File: src/rtl/core/pci_pkg.sv
// Package for the path contour iterator: verb codes, phase codes, result type.
// No dependencies.
`timescale 1ns / 1ps
package pci_pkg;
    localparam logic [2:0] VERB_MOVE  = 3'd0;
    localparam logic [2:0] VERB_LINE  = 3'd1;
    localparam logic [2:0] VERB_QUAD  = 3'd2;
    localparam logic [2:0] VERB_CONIC = 3'd3;
    localparam logic [2:0] VERB_CUBIC = 3'd4;
    localparam logic [2:0] VERB_CLOSE = 3'd5;
    localparam logic [2:0] VERB_DONE  = 3'd6;
    // Unused command code: drop the item, emit nothing
    localparam logic [2:0] OP_RESERVED = 3'd7;

    localparam logic [1:0] PH_EMPTY = 2'd0;
    localparam logic [1:0] PH_MOVE  = 2'd1;
    localparam logic [1:0] PH_PRIM  = 2'd2;

    typedef struct packed {
        logic [2:0]  op;
        logic        final_verb;
        logic [31:0] in0_x;
        logic [31:0] in0_y;
        logic [31:0] in1_x;
        logic [31:0] in1_y;
        logic [31:0] in2_x;
        logic [31:0] in2_y;
        logic [31:0] in_weight;
    } t_cmd;

    typedef struct packed {
        logic [2:0]  seg_verb;
        logic [31:0] out0_x;
        logic [31:0] out0_y;
        logic [31:0] out1_x;
        logic [31:0] out1_y;
        logic [31:0] out2_x;
        logic [31:0] out2_y;
        logic [31:0] out3_x;
        logic [31:0] out3_y;
        logic [31:0] out_weight;
        logic        is_close_line;
        logic        last_of_run;
    } t_seg;

    function automatic logic f_is_nan(input logic [31:0] b);
        return (b[30:23] == 8'hff) && (b[22:0] != 23'd0);
    endfunction

    // Float equality: NaN equals nothing, -0 equals +0.
    function automatic logic f_feq(input logic [31:0] a, input logic [31:0] b);
        if (f_is_nan(a) || f_is_nan(b))
            return 1'b0;
        return (a == b) || ((a[30:0] == 31'd0) && (b[30:0] == 31'd0));
    endfunction
endpackage

File: src/rtl/core/pci_if.sv
// Valid/ready channel interfaces for commands and segments.
// Depends on pci_pkg.
`timescale 1ns / 1ps
interface pci_cmd_if import pci_pkg::*; ();
    logic valid;
    logic ready;
    t_cmd data;
    modport source (output valid, output data, input ready);
    modport sink (input valid, input data, output ready);
endinterface

interface pci_seg_if import pci_pkg::*; ();
    logic valid;
    logic ready;
    t_seg data;
    modport source (output valid, output data, input ready);
    modport sink (input valid, input data, output ready);
endinterface

File: src/rtl/core/path_contour_iterator.sv
// Path contour iterator top level: command in, segments out, with auto close.
// Depends on pci_pkg and the channel interfaces in pci_if.sv.
`timescale 1ns / 1ps
//
// Usage:
//   i_cmd carries one path command per item (move, line, quad, conic, cubic,
//   close, end). o_seg carries the resulting segments, start points filled in.
//   i_cfg_we / i_cfg_wdata write force_close; write only while idle.
//   A command is taken into an input register and decoded there into up to
//   three result items (closing line, close, then move or done); a reserved
//   command yields none. One item leaves o_seg per cycle while o_seg is
//   ready; each inserted result is one more item. Results move from the
//   input register into the output register once it is free. The input register
//   refills in the same cycle its last result moves to the output register,
//   so plain primitives stream at one per cycle when o_seg does not stall.
//   A stalled receiver holds the output register; the input register then
//   holds too and i_cmd.ready drops. Contour state is updated once, when the
//   last result of a command enters the output register.
//   Reset (synchronous, active low) empties both registers and clears the
//   contour state and force_close.
//
module path_contour_iterator
    import pci_pkg::*;
(
    input  logic         i_clk,
    input  logic         i_rst_n,
    input  logic         i_cfg_we,
    input  logic         i_cfg_wdata,
    pci_cmd_if.sink      i_cmd,
    pci_seg_if.source    o_seg
);
    logic        r_force;
    logic        r_in_vld, n_in_vld;
    t_cmd        r_in;
    logic [1:0]  r_idx, n_idx;     // index of the next result of r_in
    logic        r_out_vld, n_out_vld;
    t_seg        r_out, n_out;
    logic [31:0] r_sx, r_sy, r_px, r_py, r_qx, r_qy;
    logic [31:0] n_sx, n_sy, n_px, n_py, n_qx, n_qy;
    logic [1:0]  r_phase, n_phase;
    logic        r_pend, r_clf;
    logic        n_pend, n_clf;

    // Decoded result list for the held command
    t_seg        res [3];
    logic [1:0]  n_res;
    logic        do_close, line_ins, ign;
    logic [1:0]  k0;
    logic        out_free, emit, last_emit, take;
    logic [31:0] bx, by;

    assign out_free = !r_out_vld || o_seg.ready;
    assign ign      = (r_in.op == OP_RESERVED);

    always_comb begin
        t_seg z;
        z = '0;
        for (int i = 0; i < 3; i++) res[i] = z;
        do_close = 1'b0;
        unique case (r_in.op)
            VERB_MOVE:  do_close = r_pend;
            VERB_CLOSE: do_close = 1'b1;
            VERB_DONE:  do_close = r_pend && (r_phase == PH_PRIM);
            default:    do_close = 1'b0;
        endcase
        line_ins = do_close && !(f_feq(r_px, r_sx) && f_feq(r_py, r_sy))
            && !(f_is_nan(r_px) || f_is_nan(r_py) || f_is_nan(r_sx) || f_is_nan(r_sy));
        k0 = 2'd0;
        if (line_ins) begin
            res[0].seg_verb = VERB_LINE;
            res[0].out0_x = r_px; res[0].out0_y = r_py;
            res[0].out1_x = r_sx; res[0].out1_y = r_sy;
            res[0].is_close_line = 1'b1;
            k0 = 2'd1;
        end
        if (do_close) begin
            res[k0].seg_verb = VERB_CLOSE;
            res[k0].out0_x = r_sx; res[k0].out0_y = r_sy;
            k0 = k0 + 2'd1;
        end
        bx = (r_phase == PH_MOVE) ? r_sx : r_qx;
        by = (r_phase == PH_MOVE) ? r_sy : r_qy;
        z.out0_x = bx; z.out0_y = by;
        z.out1_x = r_in.in0_x; z.out1_y = r_in.in0_y;
        unique case (r_in.op)
            VERB_MOVE: begin
                z = '0;
                if (r_in.final_verb) begin
                    z.seg_verb = VERB_DONE;
                end else begin
                    z.seg_verb = VERB_MOVE;
                    z.out0_x = r_in.in0_x; z.out0_y = r_in.in0_y;
                end
            end
            VERB_LINE: z.seg_verb = VERB_LINE;
            VERB_QUAD, VERB_CONIC: begin
                z.seg_verb = r_in.op;
                z.out2_x = r_in.in1_x; z.out2_y = r_in.in1_y;
                if (r_in.op == VERB_CONIC) z.out_weight = r_in.in_weight;
            end
            VERB_CUBIC: begin
                z.seg_verb = VERB_CUBIC;
                z.out2_x = r_in.in1_x; z.out2_y = r_in.in1_y;
                z.out3_x = r_in.in2_x; z.out3_y = r_in.in2_y;
            end
            VERB_DONE: z = '0;
            default:   z = '0;
        endcase
        if (r_in.op == VERB_DONE) z.seg_verb = VERB_DONE;
        if (r_in.op != VERB_CLOSE && !ign) begin
            res[k0] = z;
            k0 = k0 + 2'd1;
        end
        n_res = k0;
    end

    assign emit      = r_in_vld && !ign && out_free;
    assign last_emit = emit && (r_idx == n_res - 2'd1);
    assign take      = !r_in_vld || last_emit || ign;
    assign i_cmd.ready = take;

    always_comb begin
        n_in_vld = r_in_vld;
        n_idx    = r_idx;
        if (take) begin
            n_in_vld = i_cmd.valid;
            n_idx    = 2'd0;
        end else if (emit) begin
            n_idx = r_idx + 2'd1;
        end
        n_out_vld = r_out_vld;
        if (emit) n_out_vld = 1'b1;
        else if (o_seg.ready) n_out_vld = 1'b0;
        n_out = res[r_idx];
        n_out.last_of_run = (r_idx == n_res - 2'd1);
    end

    // Next contour state, committed once with the last result of a command
    always_comb begin
        n_sx = r_sx; n_sy = r_sy;
        n_px = r_px; n_py = r_py;
        n_qx = r_qx; n_qy = r_qy;
        n_phase = r_phase;
        n_pend  = r_pend;
        n_clf   = r_clf;
        if (last_emit) begin
            if (line_ins) n_clf = 1'b1;
            if (do_close) begin
                n_pend = 1'b0;
                if (line_ins) begin
                    n_px = r_sx; n_py = r_sy;
                end
            end
            unique case (r_in.op)
                VERB_MOVE: if (!r_in.final_verb) begin
                    n_sx = r_in.in0_x; n_sy = r_in.in0_y;
                    n_px = r_in.in0_x; n_py = r_in.in0_y;
                    n_qx = r_in.in0_x; n_qy = r_in.in0_y;
                    n_phase = PH_MOVE;
                    n_pend  = r_force;
                end
                VERB_LINE: begin
                    if (r_phase == PH_MOVE) n_phase = PH_PRIM;
                    n_px = r_in.in0_x; n_py = r_in.in0_y;
                    n_qx = r_in.in0_x; n_qy = r_in.in0_y;
                    n_clf = 1'b0;
                end
                VERB_QUAD, VERB_CONIC: begin
                    if (r_phase == PH_MOVE) n_phase = PH_PRIM;
                    n_px = r_in.in1_x; n_py = r_in.in1_y;
                    n_qx = r_in.in1_x; n_qy = r_in.in1_y;
                end
                VERB_CUBIC: begin
                    if (r_phase == PH_MOVE) n_phase = PH_PRIM;
                    n_px = r_in.in2_x; n_py = r_in.in2_y;
                    n_qx = r_in.in2_x; n_qy = r_in.in2_y;
                end
                VERB_CLOSE: begin
                    n_phase = PH_EMPTY;
                    n_px = r_sx; n_py = r_sy;
                end
                default: ;
            endcase
        end
    end

    always_ff @(posedge i_clk) begin
        if (!i_rst_n) begin
            r_force <= 1'b0;
            r_in_vld <= 1'b0;
            r_idx <= 2'd0;
            r_out_vld <= 1'b0;
            r_sx <= '0; r_sy <= '0; r_px <= '0; r_py <= '0; r_qx <= '0; r_qy <= '0;
            r_phase <= PH_EMPTY;
            r_pend <= 1'b0;
            r_clf <= 1'b0;
        end else begin
            if (i_cfg_we) r_force <= i_cfg_wdata;
            r_in_vld <= n_in_vld;
            r_idx <= n_idx;
            r_out_vld <= n_out_vld;
            r_sx <= n_sx; r_sy <= n_sy;
            r_px <= n_px; r_py <= n_py;
            r_qx <= n_qx; r_qy <= n_qy;
            r_phase <= n_phase;
            r_pend <= n_pend;
            r_clf <= n_clf;
            if (take && i_cmd.valid) r_in <= i_cmd.data;
        end
    end

    always_ff @(posedge i_clk) begin
        if (emit) r_out <= n_out;
    end

    assign o_seg.valid = r_out_vld;
    assign o_seg.data  = r_out;

    // Stalled output holds its item
    a_hold: assert property (@(posedge i_clk) disable iff (!i_rst_n)
        r_out_vld && !o_seg.ready |=> r_out_vld && $stable(r_out))
        else $error("output changed under stall");
    // Result index never runs past the result count
    a_idx: assert property (@(posedge i_clk) disable iff (!i_rst_n)
        r_in_vld && !ign |-> r_idx < n_res)
        else $error("result index overrun");
    // Nothing emitted while the output is blocked
    a_emit: assert property (@(posedge i_clk) disable iff (!i_rst_n)
        emit |-> out_free)
        else $error("emit into full output");
endmodule

File: src/flat_wrapper.sv
// flat-port wrapper written by rule: the top's interface ports become plain ports
module path_contour_iterator_flat import pci_pkg::*;
  (i_clk, i_rst_n, i_cfg_we, i_cfg_wdata, i_cmd_valid, i_cmd_data, i_cmd_ready, o_seg_valid, o_seg_data, o_seg_ready);
  pci_cmd_if i_cmd_i ();
  pci_seg_if o_seg_i ();
  input  logic i_clk;
  input  logic i_rst_n;
  input  logic i_cfg_we;
  input  logic i_cfg_wdata;
  input wire logic [$bits(i_cmd_i.valid)-1:0] i_cmd_valid;
  input wire logic [$bits(i_cmd_i.data)-1:0] i_cmd_data;
  output wire logic [$bits(i_cmd_i.ready)-1:0] i_cmd_ready;
  output wire logic [$bits(o_seg_i.valid)-1:0] o_seg_valid;
  output wire logic [$bits(o_seg_i.data)-1:0] o_seg_data;
  input wire logic [$bits(o_seg_i.ready)-1:0] o_seg_ready;
  assign i_cmd_i.valid = i_cmd_valid;
  assign i_cmd_i.data = i_cmd_data;
  assign i_cmd_ready = i_cmd_i.ready;
  assign o_seg_valid = o_seg_i.valid;
  assign o_seg_data = o_seg_i.data;
  assign o_seg_i.ready = o_seg_ready;
  path_contour_iterator u_core (.i_clk(i_clk), .i_rst_n(i_rst_n), .i_cfg_we(i_cfg_we), .i_cfg_wdata(i_cfg_wdata), .i_cmd(i_cmd_i), .o_seg(o_seg_i));
endmodule
File: config.mk
export PLATFORM = sky130hd
export DESIGN_NAME = path_contour_iterator_flat
export DESIGN_NICKNAME = d
export VERILOG_FILES = /design/src/rtl/core/pci_pkg.sv /design/src/rtl/core/pci_if.sv /design/src/rtl/core/path_contour_iterator.sv /design/src/flat_wrapper.sv
export SDC_FILE = /design/constraint.sdc
export NUM_CORES = 1
export LEC_CHECK = 0
export BUFFER_PORTS_ARGS = -buffer_cell sky130_fd_sc_hd__buf_2
export CORE_MARGIN = 3
export CORE_UTILIZATION = 51
export DETAILED_ROUTE_END_ITERATION = 16
export GPL_ROUTABILITY_DRIVEN = 0
export PLACE_DENSITY = 0.74
export SYNTH_ARGS = -nofsm -noshare
export SYNTH_HDL_FRONTEND = slang
export SYNTH_SLANG_ARGS = --single-unit
File: constraint.sdc
create_clock -name i_clk -period 20 [get_ports i_clk]
set_clock_uncertainty 0.2 [all_clocks]
set_input_delay 2 -clock i_clk [delete_from_list [all_inputs] [get_ports i_clk]]
set_output_delay 2 -clock i_clk [all_outputs]
set_load 0.005 [all_outputs]
==> impl_metrics.csv <==
group,metric,value,unit
power,share_clk_of_total_power,40.9,%
logic_synthesis,ys_warn_count,0,
placed_design,portBuffers,528,
setup_path,regToRegStartpoint,"u_core.r_px[11]",
timing,period_needed,6430,ps
die,start_util,51.7,%
timing,timing.final.crit_share,32.1,%
power,power_switching,851,uW
power,power.combinational.fraction,9.4,%
setup_path,ff2ff_setup_slack,14320,ps
timing,fin_setup_tns,0,ps
setup_path,critical_path_peak_fanout,6,
clock_network,clkLatencyLatePin,640,ps
global_route,grt_antenna_before_repair,13,
clock_network,cts_hold_repair.buffers,0,
clock_network,clock_sink_count,721,
hold_path,min_to,"u_core.r_qx[0]",
logic_synthesis,primary_ff_master_synth,"sky130_fd_sc_hd__edfxtp_1",
power,power_per_cell_area,96.7,nW/um^2
hold_path,min_path_cells,1,
detailed_routing,first_iter_violations,2861,
timing,timing.fmax,156,MHz
logic_synthesis,post_synth_design_cell_area,30500,um^2
placed_design,hpwl,58100,um
die,die_height,251,um
die,area_of_the_core,59100,um^2
detailed_routing,wire_per_inst,24.1,um
logic_synthesis,synth_sequential_area_ratio,64.3,%
finish,final_core_utilization,60.9,%
outcome,outcome,"finished clean",
setup_path,reg2reg_to,"u_core.r_px[3]",
setup_path,path_class,"reg2out",
die,std_cell_rows,89,
die,boundaryPins,529,
power,ir_worst_vdd,0.0000738,V
clock_network,post_cts.resized_instances,0,
timing,timing.max_slew.rel_slack,8.42,%
power,cellLeakagePower,14.4,nW
die,chipWidth,251,um
clock_network,cts.clk_slew.worst_paths,70,ps
power,power_switching_share,24.4,%
clock_network,clock_root_buffer,"sky130_fd_sc_hd__clkbuf_16",
detailed_routing,drc_errors,0,
timing,timing_worst_slew_pin_value,1370,ps
setup_path,startpoint_class_of_the_critical_path,"register",
detailed_routing,routed_wl,90900,um
power,p_seq_share,49.8,%
finish,postLayoutCellArea,36000,um^2
finish,fin_nets,3160,
detailed_routing,final_antenna_net_count,0,
timing,grt_setup_unrepaired,"false",
logic_synthesis,avgSynthCellArea,12.1,um^2
finish,final.fill_count,4606,
hold_path,classification_of_the_worst_slack_hold_path,"reg2reg",
logic_synthesis,gate_count_after_technology_mapping,2534,
timing,final_max_slew_viol_count,0,
setup_path,arrival,4230,ps
global_route,grt_start_max_net_pins,193,
setup_path,endpoint_kind,"primary output",
power,internal_power,2.63,mW
finish,syn2layout_area_growth,17.9,%
timing,hold_violations,0,
finish,number_of_cells_in_the_finished_layout_apart_from_fillers,3768,
die,die_area,62900,um^2
global_route,first_global_vias,22300,
flow_run,max_cap_violations,0,
logic_synthesis,synth-edff-count,521,
timing,setup_violations,0,
logic_synthesis,postSynthNetCount,2772,
detailed_routing,detailroute.via_count,23200,
timing,final.hold.worst_slack,301,ps
logic_synthesis,synth-seq-cells,721,
global_route,overall_overflow_remaining_after_global_route,0,
clock_network,htreeDepth,3,
global_route,grt.total_usage,28.2,%
logic_synthesis,asyncSetResetFlopFracSynth,0,%
clock_network,cts_inserted_buffers,75,
placed_design,placed_cells,3618,
detailed_routing,route.detailed.vias_per_inst,6.15,
finish,post_route_cells_drive_above_1_share,23.4,%
clock_network,clock_path_buffers,3,
clock_network,post_cts_repair_timing_setup_buffer_count,0,
setup_path,cp.required,17800,ps
hold_path,worst_hold_startpoint,"u_core.r_qx[0]",
clock_network,clock_tree_from_tritoncts,"yes",
placed_design,placed_cell_area,33500,um^2
detailed_routing,drtPass1Iterations,6,
global_route,wire_length_of_the_first_global_routing_pass,137000,um
logic_synthesis,ys_types,47,
setup_path,reg2regPathDepth,17,
-- kinds of logic (layout without fill, tap and decap cells) --
group,count (synthesis),after routing,share of synthesized area [%]
DFF,721,721,64.3
buffers and inverters,252,701,3.45
adders and majority gates,4,4,0.164
AOI/OAI and AO/OA,614,614,15.3
and+or+nand+nor,807,807,12.6
other,0,12,0
xor gates and xnor gates,68,68,1.95
muxes,68,68,2.23
-- critical path: stages (launching register included) --
cell and delay, ps:
sky130_fd_sc_hd__dfxtp_1 350, sky130_fd_sc_hd__nor4_1 400, sky130_fd_sc_hd__nand4_1 160, sky130_fd_sc_hd__o21ai_0 410
sky130_fd_sc_hd__nand4_2 280, sky130_fd_sc_hd__nor3_1 400, sky130_fd_sc_hd__inv_1 150, sky130_fd_sc_hd__ha_1 240
sky130_fd_sc_hd__xnor2_1 170, sky130_fd_sc_hd__mux2i_1 220, sky130_fd_sc_hd__mux2i_1 140, sky130_fd_sc_hd__and2_2 230
sky130_fd_sc_hd__nor2_1 170, sky130_fd_sc_hd__inv_1 100, sky130_fd_sc_hd__buf_2 140
-- power by group through the flow --
stage	clock [mW]	combinational (mW)	sequential [mW]
floorplan	0	0.184	1.77
global placement	0	0.317	1.76
global route	1.50	0.352	1.74
CTS	1.45	0.325	1.73
finish	1.42	0.326	1.73
detailed placement	0	0.323	1.76
-- cells in the final DEF, fill, tap and decap left out, types with 17 or more instances in the layout --
master                      count
sky130_fd_sc_hd__and2_1        97
sky130_fd_sc_hd__nand3_1       68
sky130_fd_sc_hd__a21boi_0      66
sky130_fd_sc_hd__and3_1        67
sky130_fd_sc_hd__o211a_1       64
sky130_fd_sc_hd__o21ai_0      119
sky130_fd_sc_hd__nand2_1      399
sky130_fd_sc_hd__buf_4         25
sky130_fd_sc_hd__mux2i_1       67
sky130_fd_sc_hd__a22oi_1       69
sky130_fd_sc_hd__nor3_1        72
sky130_fd_sc_hd__buf_2        527
sky130_fd_sc_hd__a22o_1        65
sky130_fd_sc_hd__o21ai_1       18
sky130_fd_sc_hd__edfxtp_1     521
sky130_fd_sc_hd__nor4_1        32
sky130_fd_sc_hd__a221o_1       64
sky130_fd_sc_hd__nor2_1        17
sky130_fd_sc_hd__nand4_1       30
sky130_fd_sc_hd__clkbuf_16     78
sky130_fd_sc_hd__a211oi_1     126
sky130_fd_sc_hd__xnor2_1       67
sky130_fd_sc_hd__dfxtp_1      200
-- state kept, by name, summed over array words and instances (netlist names) --
signal	cells
u_core.o_seg.data	293
u_core.r_in	228
u_core.r_px	32
u_core.r_py	32
u_core.r_qx	32
u_core.r_qy	32
u_core.r_sx	32
u_core.r_sy	32
u_core.r_idx	2
u_core.r_phase	2
u_core.o_seg.valid	1
u_core.r_force	1
u_core.r_in_vld	1
u_core.r_pend	1
-- synth_stat cells (all sizes together), types with 4 or more instances --
cell,instances,share of area (%)
a22o,65,1.9
xnor2,67,1.9
a221o,64,2.1
a211oi,128,3.1
clkbuf,154,1.9
inv,8,0.098
o21ai,137,2.2
mux2i,67,2.2
o211a,64,2.1
nor4,32,0.66
a21oi,9,0.15
nand3,68,1.1
a21boi,67,1.6
nand4,31,0.66
nor2,21,0.27
ha,4,0.16
edfxtp,521,51
and3,69,1.4
dfxtp,200,13
nor3,76,1.3
nand2,401,4.9
and2,98,2.0
a22oi,69,1.7
nor2b,4,0.082
buf,90,1.5
-- metrics by stage --
step,power [mW],setup slack [ps]
floorplan,1.96,2350
global placement,2.08,14180
detailed placement,2.09,14210
CTS,3.51,13510
global route,3.60,13180
finish,3.48,13570
-- metal layers --
metal,wire (um),GRT usage (%)
met3,8500,5.71
met4,3030,10.1
met2,44200,46.6
met1,35100,37.2
met5,42,0
-- how the worst max path moves through the flow --
stage,from,end,slack [ps],cells past startpoint
floorplan,o_seg_ready,u_core.r_in[0],2350,8
global placement,u_core.r_px[17],i_cmd_ready,14180,14
detailed placement,u_core.r_px[5],i_cmd_ready,14210,14
CTS,u_core.r_px[11],i_cmd_ready,13510,14
global route,u_core.r_px[17],i_cmd_ready,13180,14
finish,u_core.r_px[11],i_cmd_ready,13570,14
-- area by class of cell --
type / count / area, um^2 / area share [%]
Inverter: 8 / 30.0 / 0.0834
Sequential cell: 721 / 19600 / 54.5
Timing Repair Buffer: 555 / 2880 / 7.99
Clock inverter: 41 / 449 / 1.25
Multi-Input combinational cell: 1561 / 9960 / 27.6
Clock buffer: 97 / 2060 / 5.73
Antenna cell: 12 / 30.0 / 0.0834
Tap cell: 773 / 967 / 2.68
Note: power is estimated with default switching activity, not from simulation.
